==> config.mk <==
export PLATFORM = sky130hd
export DESIGN_NAME = base64_stream_decoder
export DESIGN_NICKNAME = d
export VERILOG_FILES = /design/src/hw/rtl/b64d_pkg.sv /design/src/hw/rtl/b64d_front.sv /design/src/hw/rtl/b64d_fifo.sv /design/src/hw/rtl/b64d_back.sv /design/src/hw/rtl/base64_stream_decoder.sv
export SDC_FILE = /design/constraint.sdc
export NUM_CORES = 1
export LEC_CHECK = 0
export BUFFER_PORTS_ARGS = -buffer_cell sky130_fd_sc_hd__buf_2
export CORE_UTILIZATION = 54
export DETAILED_ROUTE_END_ITERATION = 16
export HOLD_SLACK_MARGIN = 0.08
export PLACE_DENSITY_LB_ADDON = 0.25
export REMOVE_ABC_BUFFERS = 1
export SYNTH_ARGS = -nofsm -noshare
export SYNTH_HDL_FRONTEND = slang
export SYNTH_HIERARCHICAL = 1
export SYNTH_SLANG_ARGS = --single-unit
==> constraint.sdc <==
create_clock -name clk_i -period 2.3 [get_ports clk_i]
set_input_delay 0.46 -clock clk_i [delete_from_list [all_inputs] [get_ports clk_i]]
set_output_delay 0.46 -clock clk_i [all_outputs]
set_load 0.05 [all_outputs]
==> src/hw/rtl/b64d_pkg.sv <==
// b64d_pkg: shared types for the base64 stream decoder.
// Used by b64d_front, b64d_fifo, b64d_back and base64_stream_decoder.
`timescale 1ns / 1ps

package b64d_pkg;

  // Character class decided by the front end
  typedef enum logic [1:0] {
    KIND_SYM  = 2'd0,
    KIND_SKIP = 2'd1,
    KIND_BAD  = 2'd2
  } kind_e;

  // Final status codes
  typedef enum logic [1:0] {
    ST_OK      = 2'd0,
    ST_INVALID = 2'd1,
    ST_TRUNC   = 2'd2
  } status_e;

  // Classified item handed from front to back
  typedef struct packed {
    kind_e      kind;
    logic [5:0] sextet;
    logic       last;
  } cmd_t;

endpackage

==> src/hw/rtl/b64d_front.sv <==
// b64d_front: accepts raw characters and classifies them into commands.
// Depends on b64d_pkg (cmd_t, kind_e).
`timescale 1ns / 1ps

module b64d_front (
  input  logic            in_valid_i,
  output logic            in_ready_o,
  input  logic [7:0]      char_in_i,
  input  logic            doc_end_i,
  output logic            push_valid_o,
  input  logic            push_ready_i,
  output b64d_pkg::cmd_t  push_cmd_o
);
  import b64d_pkg::*;

  kind_e      kind;
  logic [5:0] sextet;

  // Alphabet decode: both standard and URL-safe, whitespace and '=' skipped
  always_comb begin
    kind   = KIND_BAD;
    sextet = 6'd0;
    if (char_in_i == 8'h20 || char_in_i == 8'h09 || char_in_i == 8'h0D ||
        char_in_i == 8'h0A || char_in_i == 8'h3D) begin
      kind = KIND_SKIP;
    end else if (char_in_i >= 8'h41 && char_in_i <= 8'h5A) begin
      kind   = KIND_SYM;
      sextet = 6'(char_in_i - 8'h41);
    end else if (char_in_i >= 8'h61 && char_in_i <= 8'h7A) begin
      kind   = KIND_SYM;
      sextet = 6'(char_in_i - 8'h61 + 8'd26);
    end else if (char_in_i >= 8'h30 && char_in_i <= 8'h39) begin
      kind   = KIND_SYM;
      sextet = 6'(char_in_i - 8'h30 + 8'd52);
    end else if (char_in_i == 8'h2B || char_in_i == 8'h2D) begin
      kind   = KIND_SYM;
      sextet = 6'd62;
    end else if (char_in_i == 8'h2F || char_in_i == 8'h5F) begin
      kind   = KIND_SYM;
      sextet = 6'd63;
    end
  end

  assign push_cmd_o.kind   = kind;
  assign push_cmd_o.sextet = sextet;
  assign push_cmd_o.last   = doc_end_i;
  assign push_valid_o      = in_valid_i;
  assign in_ready_o        = push_ready_i;

endmodule

==> src/hw/rtl/b64d_fifo.sv <==
// b64d_fifo: two-entry command queue between front and back.
// Depends on b64d_pkg (cmd_t).
`timescale 1ns / 1ps

module b64d_fifo (
  input  logic            clk_i,
  input  logic            rst_ni,
  input  logic            push_valid_i,
  output logic            push_ready_o,
  input  b64d_pkg::cmd_t  push_cmd_i,
  output logic            pop_valid_o,
  input  logic            pop_ready_i,
  output b64d_pkg::cmd_t  pop_cmd_o
);
  import b64d_pkg::*;

  cmd_t       mem_q [2];
  logic       wr_ptr_q, wr_ptr_d;
  logic       rd_ptr_q, rd_ptr_d;
  logic [1:0] count_q, count_d;
  logic       do_push, do_pop;

  assign push_ready_o = (count_q != 2'd2);
  assign pop_valid_o  = (count_q != 2'd0);
  assign pop_cmd_o    = mem_q[rd_ptr_q];
  assign do_push      = push_valid_i && push_ready_o;
  assign do_pop       = pop_valid_o && pop_ready_i;

  // Pointer and occupancy update
  always_comb begin
    wr_ptr_d = do_push ? ~wr_ptr_q : wr_ptr_q;
    rd_ptr_d = do_pop  ? ~rd_ptr_q : rd_ptr_q;
    count_d  = count_q;
    if (do_push && !do_pop) begin
      count_d = count_q + 2'd1;
    end else if (!do_push && do_pop) begin
      count_d = count_q - 2'd1;
    end
  end

  always_ff @(posedge clk_i or negedge rst_ni) begin
    if (!rst_ni) begin
      wr_ptr_q <= 1'b0;
      rd_ptr_q <= 1'b0;
      count_q  <= 2'd0;
    end else begin
      wr_ptr_q <= wr_ptr_d;
      rd_ptr_q <= rd_ptr_d;
      count_q  <= count_d;
    end
  end

  // Storage, no reset
  always_ff @(posedge clk_i) begin
    if (do_push) begin
      mem_q[wr_ptr_q] <= push_cmd_i;
    end
  end

endmodule

==> src/hw/rtl/b64d_back.sv <==
// b64d_back: executes classified commands, holds the decode state and the
// output register. Depends on b64d_pkg (cmd_t, kind_e, status_e).
`timescale 1ns / 1ps

module b64d_back (
  input  logic            clk_i,
  input  logic            rst_ni,
  input  logic            pop_valid_i,
  output logic            pop_ready_o,
  input  b64d_pkg::cmd_t  pop_cmd_i,
  output logic            out_valid_o,
  input  logic            out_ready_i,
  output logic [7:0]      data_byte_o,
  output logic            is_final_o,
  output logic [1:0]      status_o
);
  import b64d_pkg::*;

  // Decode state
  logic [5:0] left_bits_q, left_bits_d;
  logic [2:0] left_cnt_q, left_cnt_d;
  logic [1:0] phase_q, phase_d;
  logic       saw_q, saw_d;
  logic       failed_q, failed_d;

  // Pending final status after a data byte on the last character
  logic       fin_pend_q, fin_pend_d;
  status_e    fin_st_q, fin_st_d;

  // Output register
  logic       out_valid_q, out_valid_d;
  logic [7:0] out_byte_q, out_byte_d;
  logic       out_final_q, out_final_d;
  status_e    out_st_q, out_st_d;

  logic        slot_free, take;
  logic [11:0] acc, mask, kept;
  logic [3:0]  cnt, cnt_adj;
  logic        has_byte;
  logic [7:0]  new_byte;
  status_e     st;

  assign slot_free   = !out_valid_q || out_ready_i;
  assign pop_ready_o = slot_free && !fin_pend_q;
  assign take        = pop_valid_i && pop_ready_o;

  // Sextet merge into the leftover bits
  always_comb begin
    acc      = {left_bits_q, pop_cmd_i.sextet};
    cnt      = 4'({1'b0, left_cnt_q}) + 4'd6;
    has_byte = (cnt >= 4'd8);
    cnt_adj  = has_byte ? cnt - 4'd8 : cnt;
    new_byte = 8'(acc >> cnt_adj);
    mask     = (12'd1 << cnt_adj) - 12'd1;
    kept     = acc & mask;
  end

  // Command execution and result sequencing
  always_comb begin
    left_bits_d = left_bits_q;
    left_cnt_d  = left_cnt_q;
    phase_d     = phase_q;
    saw_d       = saw_q;
    failed_d    = failed_q;
    fin_pend_d  = fin_pend_q;
    fin_st_d    = fin_st_q;
    out_valid_d = out_valid_q && !out_ready_i;
    out_byte_d  = out_byte_q;
    out_final_d = out_final_q;
    out_st_d    = out_st_q;
    st          = ST_OK;

    if (fin_pend_q && slot_free) begin
      out_valid_d = 1'b1;
      out_byte_d  = 8'd0;
      out_final_d = 1'b1;
      out_st_d    = fin_st_q;
      fin_pend_d  = 1'b0;
    end else if (take) begin
      if (!failed_q) begin
        if (pop_cmd_i.kind == KIND_BAD) begin
          failed_d = 1'b1;
        end else if (pop_cmd_i.kind == KIND_SYM) begin
          left_bits_d = kept[5:0];
          left_cnt_d  = cnt_adj[2:0];
          phase_d     = phase_q + 2'd1;
          saw_d       = 1'b1;
          if (has_byte) begin
            out_valid_d = 1'b1;
            out_byte_d  = new_byte;
            out_final_d = 1'b0;
            out_st_d    = ST_OK;
          end
        end
      end

      if (pop_cmd_i.last) begin
        if (failed_d) begin
          st = ST_INVALID;
        end else if (saw_d && phase_d == 2'd1) begin
          st = ST_TRUNC;
        end
        if (out_valid_d) begin
          // data byte goes first, status once the output slot is free
          fin_pend_d = 1'b1;
          fin_st_d   = st;
        end else begin
          out_valid_d = 1'b1;
          out_byte_d  = 8'd0;
          out_final_d = 1'b1;
          out_st_d    = st;
        end
        left_bits_d = 6'd0;
        left_cnt_d  = 3'd0;
        phase_d     = 2'd0;
        saw_d       = 1'b0;
        failed_d    = 1'b0;
      end
    end
  end

  always_ff @(posedge clk_i or negedge rst_ni) begin
    if (!rst_ni) begin
      left_bits_q <= 6'd0;
      left_cnt_q  <= 3'd0;
      phase_q     <= 2'd0;
      saw_q       <= 1'b0;
      failed_q    <= 1'b0;
      fin_pend_q  <= 1'b0;
      out_valid_q <= 1'b0;
    end else begin
      left_bits_q <= left_bits_d;
      left_cnt_q  <= left_cnt_d;
      phase_q     <= phase_d;
      saw_q       <= saw_d;
      failed_q    <= failed_d;
      fin_pend_q  <= fin_pend_d;
      out_valid_q <= out_valid_d;
    end
  end

  // Payload registers, no reset
  always_ff @(posedge clk_i) begin
    fin_st_q    <= fin_st_d;
    out_byte_q  <= out_byte_d;
    out_final_q <= out_final_d;
    out_st_q    <= out_st_d;
  end

  assign out_valid_o = out_valid_q;
  assign data_byte_o = out_byte_q;
  assign is_final_o  = out_final_q;
  assign status_o    = out_st_q;

endmodule

==> src/hw/rtl/base64_stream_decoder.sv <==
// base64_stream_decoder: top level of the streaming base64 decoder.
// Depends on b64d_pkg, b64d_front, b64d_fifo and b64d_back.
`timescale 1ns / 1ps

// Decodes a base64 document one character per item, standard and URL-safe
// alphabets mixed freely; space, tab, CR, LF and '=' are skipped. Each decoded
// byte leaves as a result with is_final_o low; the item flagged doc_end_i
// produces one more result with is_final_o high and status_o set to 0 (ok),
// 1 (invalid character seen) or 2 (truncated), after which the state clears.
// Throughput is one item per cycle while the output is not stalled, set by the
// back-end unit that merges one sextet and writes one result per cycle; the
// one exception is a doc_end_i character that completes a byte, which yields
// two results (byte, then status). An input is registered first in the
// two-entry command queue and then in the output register.

module base64_stream_decoder (
  input  logic       clk_i,
  input  logic       rst_ni,
  input  logic       in_valid_i,
  output logic       in_ready_o,
  input  logic [7:0] char_in_i,
  input  logic       doc_end_i,
  output logic       out_valid_o,
  input  logic       out_ready_i,
  output logic [7:0] data_byte_o,
  output logic       is_final_o,
  output logic [1:0] status_o
);
  import b64d_pkg::*;

  logic push_valid, push_ready;
  cmd_t push_cmd;
  logic pop_valid, pop_ready;
  cmd_t pop_cmd;

  b64d_front u_front (
    .in_valid_i   (in_valid_i),
    .in_ready_o   (in_ready_o),
    .char_in_i    (char_in_i),
    .doc_end_i    (doc_end_i),
    .push_valid_o (push_valid),
    .push_ready_i (push_ready),
    .push_cmd_o   (push_cmd)
  );

  b64d_fifo u_fifo (
    .clk_i        (clk_i),
    .rst_ni       (rst_ni),
    .push_valid_i (push_valid),
    .push_ready_o (push_ready),
    .push_cmd_i   (push_cmd),
    .pop_valid_o  (pop_valid),
    .pop_ready_i  (pop_ready),
    .pop_cmd_o    (pop_cmd)
  );

  b64d_back u_back (
    .clk_i       (clk_i),
    .rst_ni      (rst_ni),
    .pop_valid_i (pop_valid),
    .pop_ready_o (pop_ready),
    .pop_cmd_i   (pop_cmd),
    .out_valid_o (out_valid_o),
    .out_ready_i (out_ready_i),
    .data_byte_o (data_byte_o),
    .is_final_o  (is_final_o),
    .status_o    (status_o)
  );

endmodule
# Yosys cells after proc, flatten, opt, wreduce, memory -nomap -nowiden

Memory sizes are Yosys's and may differ from the RTL's.
Index checks and enable logic that the tools add are counted.

Register bits after elaboration: 32
Bits in writable memories: 18
Bits of input ports: 13
Output and inout port bits: 13
Logic and storage cells: 164
Memories kept: 1

Memories:

| memory       | depth | bits a word | read ports | clocked after memory_dff | write ports | line            | source |
|---|---|---|---|---|---|---|---|
| u_fifo.mem_q | 2     | 9           | 1          | 0                        | 1           | b64d_fifo.sv:17 | `cmd_t mem_q [2];` |

Add/subtract/negate cells: 11
Magnitude comparators: 7
Equality and inequality tests: 14
Shift-type cells: 2
Mux-type cells: 77
Bitwise gates (word level): 4
Reductions and logical operators: 34

Operator list:

| kind                                                                                | count |
|---|---|
| 6-bit two-way mux                                                                   | 10 |
| 2-bit two-way mux                                                                   | 24 |
| 8-bit two-way mux                                                                   | 6 |
| 8-bit by 6-bit equality test with 1-bit output, second input constant               | 5 |
| 1-bit two-way mux                                                                   | 32 |
| 8-bit by 4-bit equality test with 1-bit output, second input constant               | 3 |
| 8-bit by 7-bit greater-or-equal comparator with 1-bit output, second input constant | 2 |
| 8-bit by 7-bit <= comparator with 1-bit output, second input constant               | 2 |
| 3-bit two-way mux                                                                   | 4 |
| 2-bit nonzero test                                                                  | 6 |
| 12-bit by 4-bit right shift with 8-bit output                                       | 1 |
| 6-bit by 1-bit subtractor with 6-bit output, second input constant                  | 2 |
| 6-bit subtractor, second input constant                                             | 2 |
| 1-bit logical AND                                                                   | 11 |
| 8-bit by 7-bit equality test with 1-bit output, second input constant               | 1 |
| 8-bit by 6-bit greater-or-equal comparator with 1-bit output, second input constant | 1 |
| 8-bit by 6-bit <= comparator with 1-bit output, second input constant               | 1 |
| 1-bit logical OR                                                                    | 7 |
| 6-bit by 5-bit adder with 6-bit output, second input constant                       | 1 |
| 6-bit adder, second input constant                                                  | 1 |
| 6-bit bitwise AND                                                                   | 1 |
| 2-bit != test, second input constant                                                | 3 |
| 1-bit by 4-bit << shifter with 6-bit output, first input constant                   | 1 |
| 1-bit logical NOT                                                                   | 5 |
| other kinds (14)                                                                    | 17 |

# Longest topological paths before layout

An unclocked memory read counts as a cell.

Depth after elaboration: 15
Gate-level depth with buffers: 9
Gate-level depth less buffers: 7

# Cells and area by module

The synthesis kept the hierarchy.

By module, submodules not included:

| module     | times used | cells each | area an instance (um2) | sequential area each (um2) |
|---|---|---|---|---|
| b64d_back  | 1          | 181        | 1702.9                 | 650.6 |
| b64d_fifo  | 1          | 46         | 860.8                  | 640.6 |
| b64d_front | 1          | 87         | 648.1                  | 0.0 |

# Least setup slack after synthesis

No wires, ideal clock.

Kind: register to register
Start point: reg u_back.left_cnt_q[1]
End point: reg u_back.out_st_q[0], in the netlist u_back/status_o[0], data pin
Library setup time: 0.146 ns
Arrival time: 2.115 ns
Required time: 2.154 ns
Slack: 0.039 ns
Cell stages (with the launch flop): 8
Path buffers: 1
Period minus slack after synthesis: 2.261 ns
Cell sequence: dfrtp_1 -> buf_2 -> inv_1 -> ha_1 -> or4_4 -> nand3_2 -> mux2_2 -> a21oi_1

Longest elaborated chain between the ends: 12
Elaborated cells between the ends (all ways): 16
Classes of those cells: add/sub: 1; order compare: 1; mux: 14

Ends and longest elaborated chain:

| element                                    | line             | source |
|---|---|---|
| start: declaration                         | b64d_back.sv:21  | `logic [2:0] left_cnt_q, left_cnt_d;` |
| start signal: assignment                   | b64d_back.sv:133 | `left_cnt_q <= left_cnt_d;` |
| 3-bit by 3-bit adder with 4-bit output (*) | b64d_back.sv:50  | `cnt = 4'({1'b0, left_cnt_q}) + 4'd6;` |
| 4-bit greater-or-equal comparator (*)      | b64d_back.sv:51  | `has_byte = (cnt >= 4'd8);` |
| 1-bit two-way mux                          | b64d_back.sv:88  | `if (has_byte) begin` |
| 1-bit two-way mux                          | b64d_back.sv:83  | `end else if (pop_cmd_i.kind == KIND_SYM) begin` |
| 1-bit two-way mux                          | b64d_back.sv:81  | `if (pop_cmd_i.kind == KIND_BAD) begin` |
| 1-bit two-way mux                          | b64d_back.sv:80  | `if (!failed_q) begin` |
| 1-bit two-way mux                          | b64d_back.sv:79  | `end else if (take) begin` |
| 1-bit two-way mux                          | b64d_back.sv:73  | `if (fin_pend_q && slot_free) begin` |
| 2-bit two-way mux                          | b64d_back.sv:103 | `if (out_valid_d) begin` |
| 2-bit two-way mux (*)                      | b64d_back.sv:97  | `if (pop_cmd_i.last) begin` |
| 2-bit two-way mux (*)                      | b64d_back.sv:79  |  |
| 2-bit two-way mux (*)                      | b64d_back.sv:73  |  |
| net u_back.out_st_d[0]                     | b64d_back.sv:34  | `status_e out_st_q, out_st_d;` |
| end signal: assignment                     | b64d_back.sv:147 | `out_st_q <= out_st_d;` |
| end: declaration                           | b64d_back.sv:34  |  |

The timed path passes the listed nets; every way through them passes the cells marked *. The select of a mux whose other input is x is not followed.
A chain may end at the register's enable or synchronous reset.

# Worst setup path after layout

Start point: reg u_back.left_cnt_q[2]
End point: reg u_back.out_st_q[0], in the netlist u_back/status_o[0], data pin

Same word-level chain as after synthesis.

==> results by group <==
Cells and area
  • Final Instance Area: around 3600 µm²
  • N_diodes: 0
  • Net count, final: between 300 and 400
  • Layout cells sized above 1: 0.263
  • Area Overhead vs Synth: 11.6%
  • # fillers: between 400 and 500

Synthesis
  • Post-synth EDFFs: 22
  • Count leader, synth: nand2_1
  • Cell Area, Synth: about 3200 µm²
  • Synth Flop Type: edfxtp_1
  • FFs w/ async S/R, synth: 0.367
  • Area contributors post-synth: edfxtp_1, dfrtp_1, ha_1, dfxtp_1, mux2_2
  • Seq cells post-synth: 49
  • Mean Syn Cell Area: between 10 and 15 µm²
  • YS warnings: 6
  • Post-synth top area cell: edfxtp_1
  • Synth top area share: 0.206
  • Netlist cell types: 68
  • Sequential element share of the synthesized area: 0.402
  • Synth cell count leaders: nand2_1, edfxtp_1, a21oi_1
  • Cells after Synth: ~310

GRT
  • Grt total ovfl: 0
  • Pin count of the biggest net entering global routing: 19
  • Vias in the first global route: 2455
  • Antenna violations before repair: 0
  • Overall Global Routing Usage: 0.228
  • Global-route wire length before repair: roughly 11000 µm

Floorplanning
  • Die area: approximately 6300 µm²
  • Row cnt: 27
  • Width of the die: 79.1 µm
  • Ports: 26
  • Core region area: 5610 µm²
  • Starting Density: 0.573
  • Die Ht: about 79 µm

Setup path
  • CP Capture Type: register
  • Slowest cell on the critical path: or4_4
  • CP Cell Sequence: inv_1, ha_1, or4_4, nand3_2, mux2_2, a21oi_1
  • Critical Path Max Stage Delay: between 0.5 and 0.6 ns
  • Crit path DAT: roughly 2.3 ns
  • Worst-path fanout max: 6
  • Worst path required time: around 2.5 ns
  • RR Endpoint: u_back/status_o[0]$_DFFE_PP_
  • Reg2reg path depth: 6
  • Reg2reg setup slack: 0.17 ns
  • Reg2reg start: u_back/left_cnt_q[2]$_DFFE_PN0P_
  • Setup CP Type: reg -> reg
  • Startpoint Class: register

Clock network
  • Deepest clock path buffer count: 2
  • CTS clock-pin slew for the worst setup and hold paths: roughly 0.10 ns
  • H-Tree Depth: 2
  • Root buffer cell: clkbuf_8
  • CTS tree: yes
  • Total CTS buffers: 5
  • Setup bufs post-CTS: 0
  • Clk sinks: 49
  • Cts repair resizes: 0
  • Post-CTS Hold Fix Bufs: 0
  • Worst-Skew Late Latency: around 0.32 ns

Timing
  • Max Clock Freq: around 470 MHz
  • Clock skew after layout: 0.0142 ns
  • Final hold slack: 0.0572 ns
  • Final Worst Setup Slack: around 0.17 ns
  • Tightest Pin Transition: ~0.64 ns
  • Final Hold Violating Endpoints: 0
  • RSZ-0062 raised after global routing: no
  • Minimum clock period: ~2.1 ns
  • Final slew viol count: 0
  • Final setup violation count: 0
  • Slew headroom: 0.570
  • Crit share post-route: 0.925

Power
  • Pwr/cell area: between 1000 and 1500 nW/µm²
  • Worst VDD drop: 0.627 mV
  • Comb power frac: 0.544
  • Sw frac: 0.460
  • Total power: about 4.3 mW
  • Cell leakage power: between 1 and 1.5 nW
  • Clk pwr share: 0.130
  • Sequential share of power: 0.326
  • NetSw: about 2.0 mW
  • Internal power: 2.33 mW

Routing
  • DRT Wirelength: between 6000 and 7000 µm
  • Iteration count of the initial detailed-routing pass: 4
  • Average wire per standard cell: roughly 16 µm
  • Number of remaining DRC errors: 0
  • Starting DRC count in detailed routing: approximately 150
  • Post-detailed-route count of antenna-violating nets: 0
  • Vias per std cell: 5.90
  • Via count: roughly 2500

Job
  • Max-capacitance violation count: 0

Placed design
  • Placed inst area: between 3000 and 4000 µm²
  • Routability cong.: ~0.86
  • HPWL after DPL: between 4000 and 5000 µm
  • I/O Buffers: 25
  • Pre-CTS WS: -0.0597 ns

Status
  • Outcome: finished clean

Worst hold path
  • Min-Delay Path Class: in -> async
[placed cells by master (no fill, tap or decap), types with 2 or more instances in the layout]
master	Yosys	routed
nor2_1	17	17
o21ai_1	3	3
and4bb_2	2	2
nor3_4	2	2
o31ai_1	2	2
nand2b_1	4	4
o21a_1	2	2
mux2_2	14	14
buf_4	5	23
a21oi_1	19	19
mux2i_1	11	11
xor2_1	5	5
o21ai_0	18	18
dfrtp_1	18	18
edfxtp_1	22	22
a22oi_1	2	2
ha_1	18	18
a32oi_1	3	3
nor3_1	4	4
a221oi_1	5	5
buf_2	4	25
nand4_1	3	3
inv_1	13	13
nand3_1	9	9
dfxtp_1	9	9
a31oi_1	3	3
inv_6	0	2
nor2b_1	4	4
nand3b_1	2	2
nor4_4	2	2
o21bai_1	2	2
nand2_1	28	28
o211ai_1	5	5
a21o_1	2	2
a32o_1	3	3
clkbuf_8	0	5
nor4_1	2	2
a211oi_1	3	3
xnor2_1	8	8
[state kept, by name, indices dropped and copies added, names as in the netlist, 2 cells and up]
| name | count |
|---|---|
| u_fifo/mem_q | 18 |
| u_back/data_byte_o | 8 |
| u_back/left_bits_q | 6 |
| u_back/fin_st_q | 2 |
| u_back/left_cnt_q | 2 |
| u_back/phase_q | 2 |
| u_back/status_o | 2 |
| u_fifo/count_q | 2 |
[critical path, delay by kind of cell, from the launching register on]
kind | cells | cell delay, ns
AOI/OAI and AO/OA | 1 | 0.13
adders and majority gates | 1 | 0.23
buffers and inverters | 1 | 0.14
DFF | 1 | 0.45
muxes | 1 | 0.34
and+or+nand+nor | 2 | 0.71
[per-layer routing]
layer	vias up	routed length, µm	track usage
met5	-	0	0
met4	0	93	0.0909
met3	9	218	0.0333
met2	56	3400	0.416
li1	1235	-	-
met1	1206	2890	0.265
[power by group through the flow]
stage / registers (mW) / clock network (mW) / logic, mW
after floorplan: 1.64 / 0 / 1.49
after global placement: 1.41 / 0 / 2.27
after detailed placement: 1.43 / 0 / 2.32
after CTS: 1.41 / 0.571 / 2.34
after global routing: 1.44 / 0.612 / 2.56
final: 1.41 / 0.561 / 2.35
[through the flow]
step,util,instances,TNS (ns)
after detailed placement,0.622,417,-0.141
after CTS,0.639,425,0
after floorplan,-,297,-0.629
after global placement,0.622,417,0
final,0.639,425,0
after global routing,0.639,425,0
[cell families (layout without fill, tap and decap cells)]
| group | Yosys count | in the layout | synth area share |
|---|---|---|---|
| flip-flops | 49 | 49 | 0.402 |
| adder cells (fa/ha/maj) | 18 | 18 | 0.0701 |
| multiplexers | 25 | 25 | 0.0834 |
| XOR/XNOR | 14 | 14 | 0.0405 |
| other | 1 | 1 | 0.00117 |
| AO/OA/AOI/OAI | 82 | 82 | 0.173 |
| AND/OR/NAND/NOR | 95 | 95 | 0.180 |
| buffers and inverters | 30 | 69 | 0.0499 |
[cell type report]
cell class,instances,area (µm²),share of cell area
multi-input combinational,235,1760,0.491
sequential,49,1290,0.360
timing repair buffer,48,298,0.0830
tap,72,90.1,0.0251
clock buffer,5,68.8,0.0192
inverter,13,48.8,0.0136
clock inverter,3,28.8,0.00803
[worst max-delay path by stage]
stage                                startpoint                            to  slack (ns)  cells past startpoint
2_1_floorplan  u_back/left_cnt_q[1]$_DFFE_PN0P_  u_back/status_o[0]$_DFFE_PP_       -0.27                      6
3_3_place_gp                       char_in_i[2]  u_fifo/mem_q[1][1]$_DFFE_PP_       0.008                      8
3_5_place_dp                       char_in_i[2]  u_fifo/mem_q[1][1]$_DFFE_PP_       -0.06                      8
4_1_cts        u_back/left_cnt_q[2]$_DFFE_PN0P_  u_back/status_o[0]$_DFFE_PP_        0.17                      6
6_report       u_back/left_cnt_q[2]$_DFFE_PN0P_  u_back/status_o[0]$_DFFE_PP_        0.17                      6
5_1_grt                            char_in_i[2]  u_fifo/mem_q[0][6]$_DFFE_PP_        0.01                      8
Note: power is estimated with default switching activity, not from simulation.
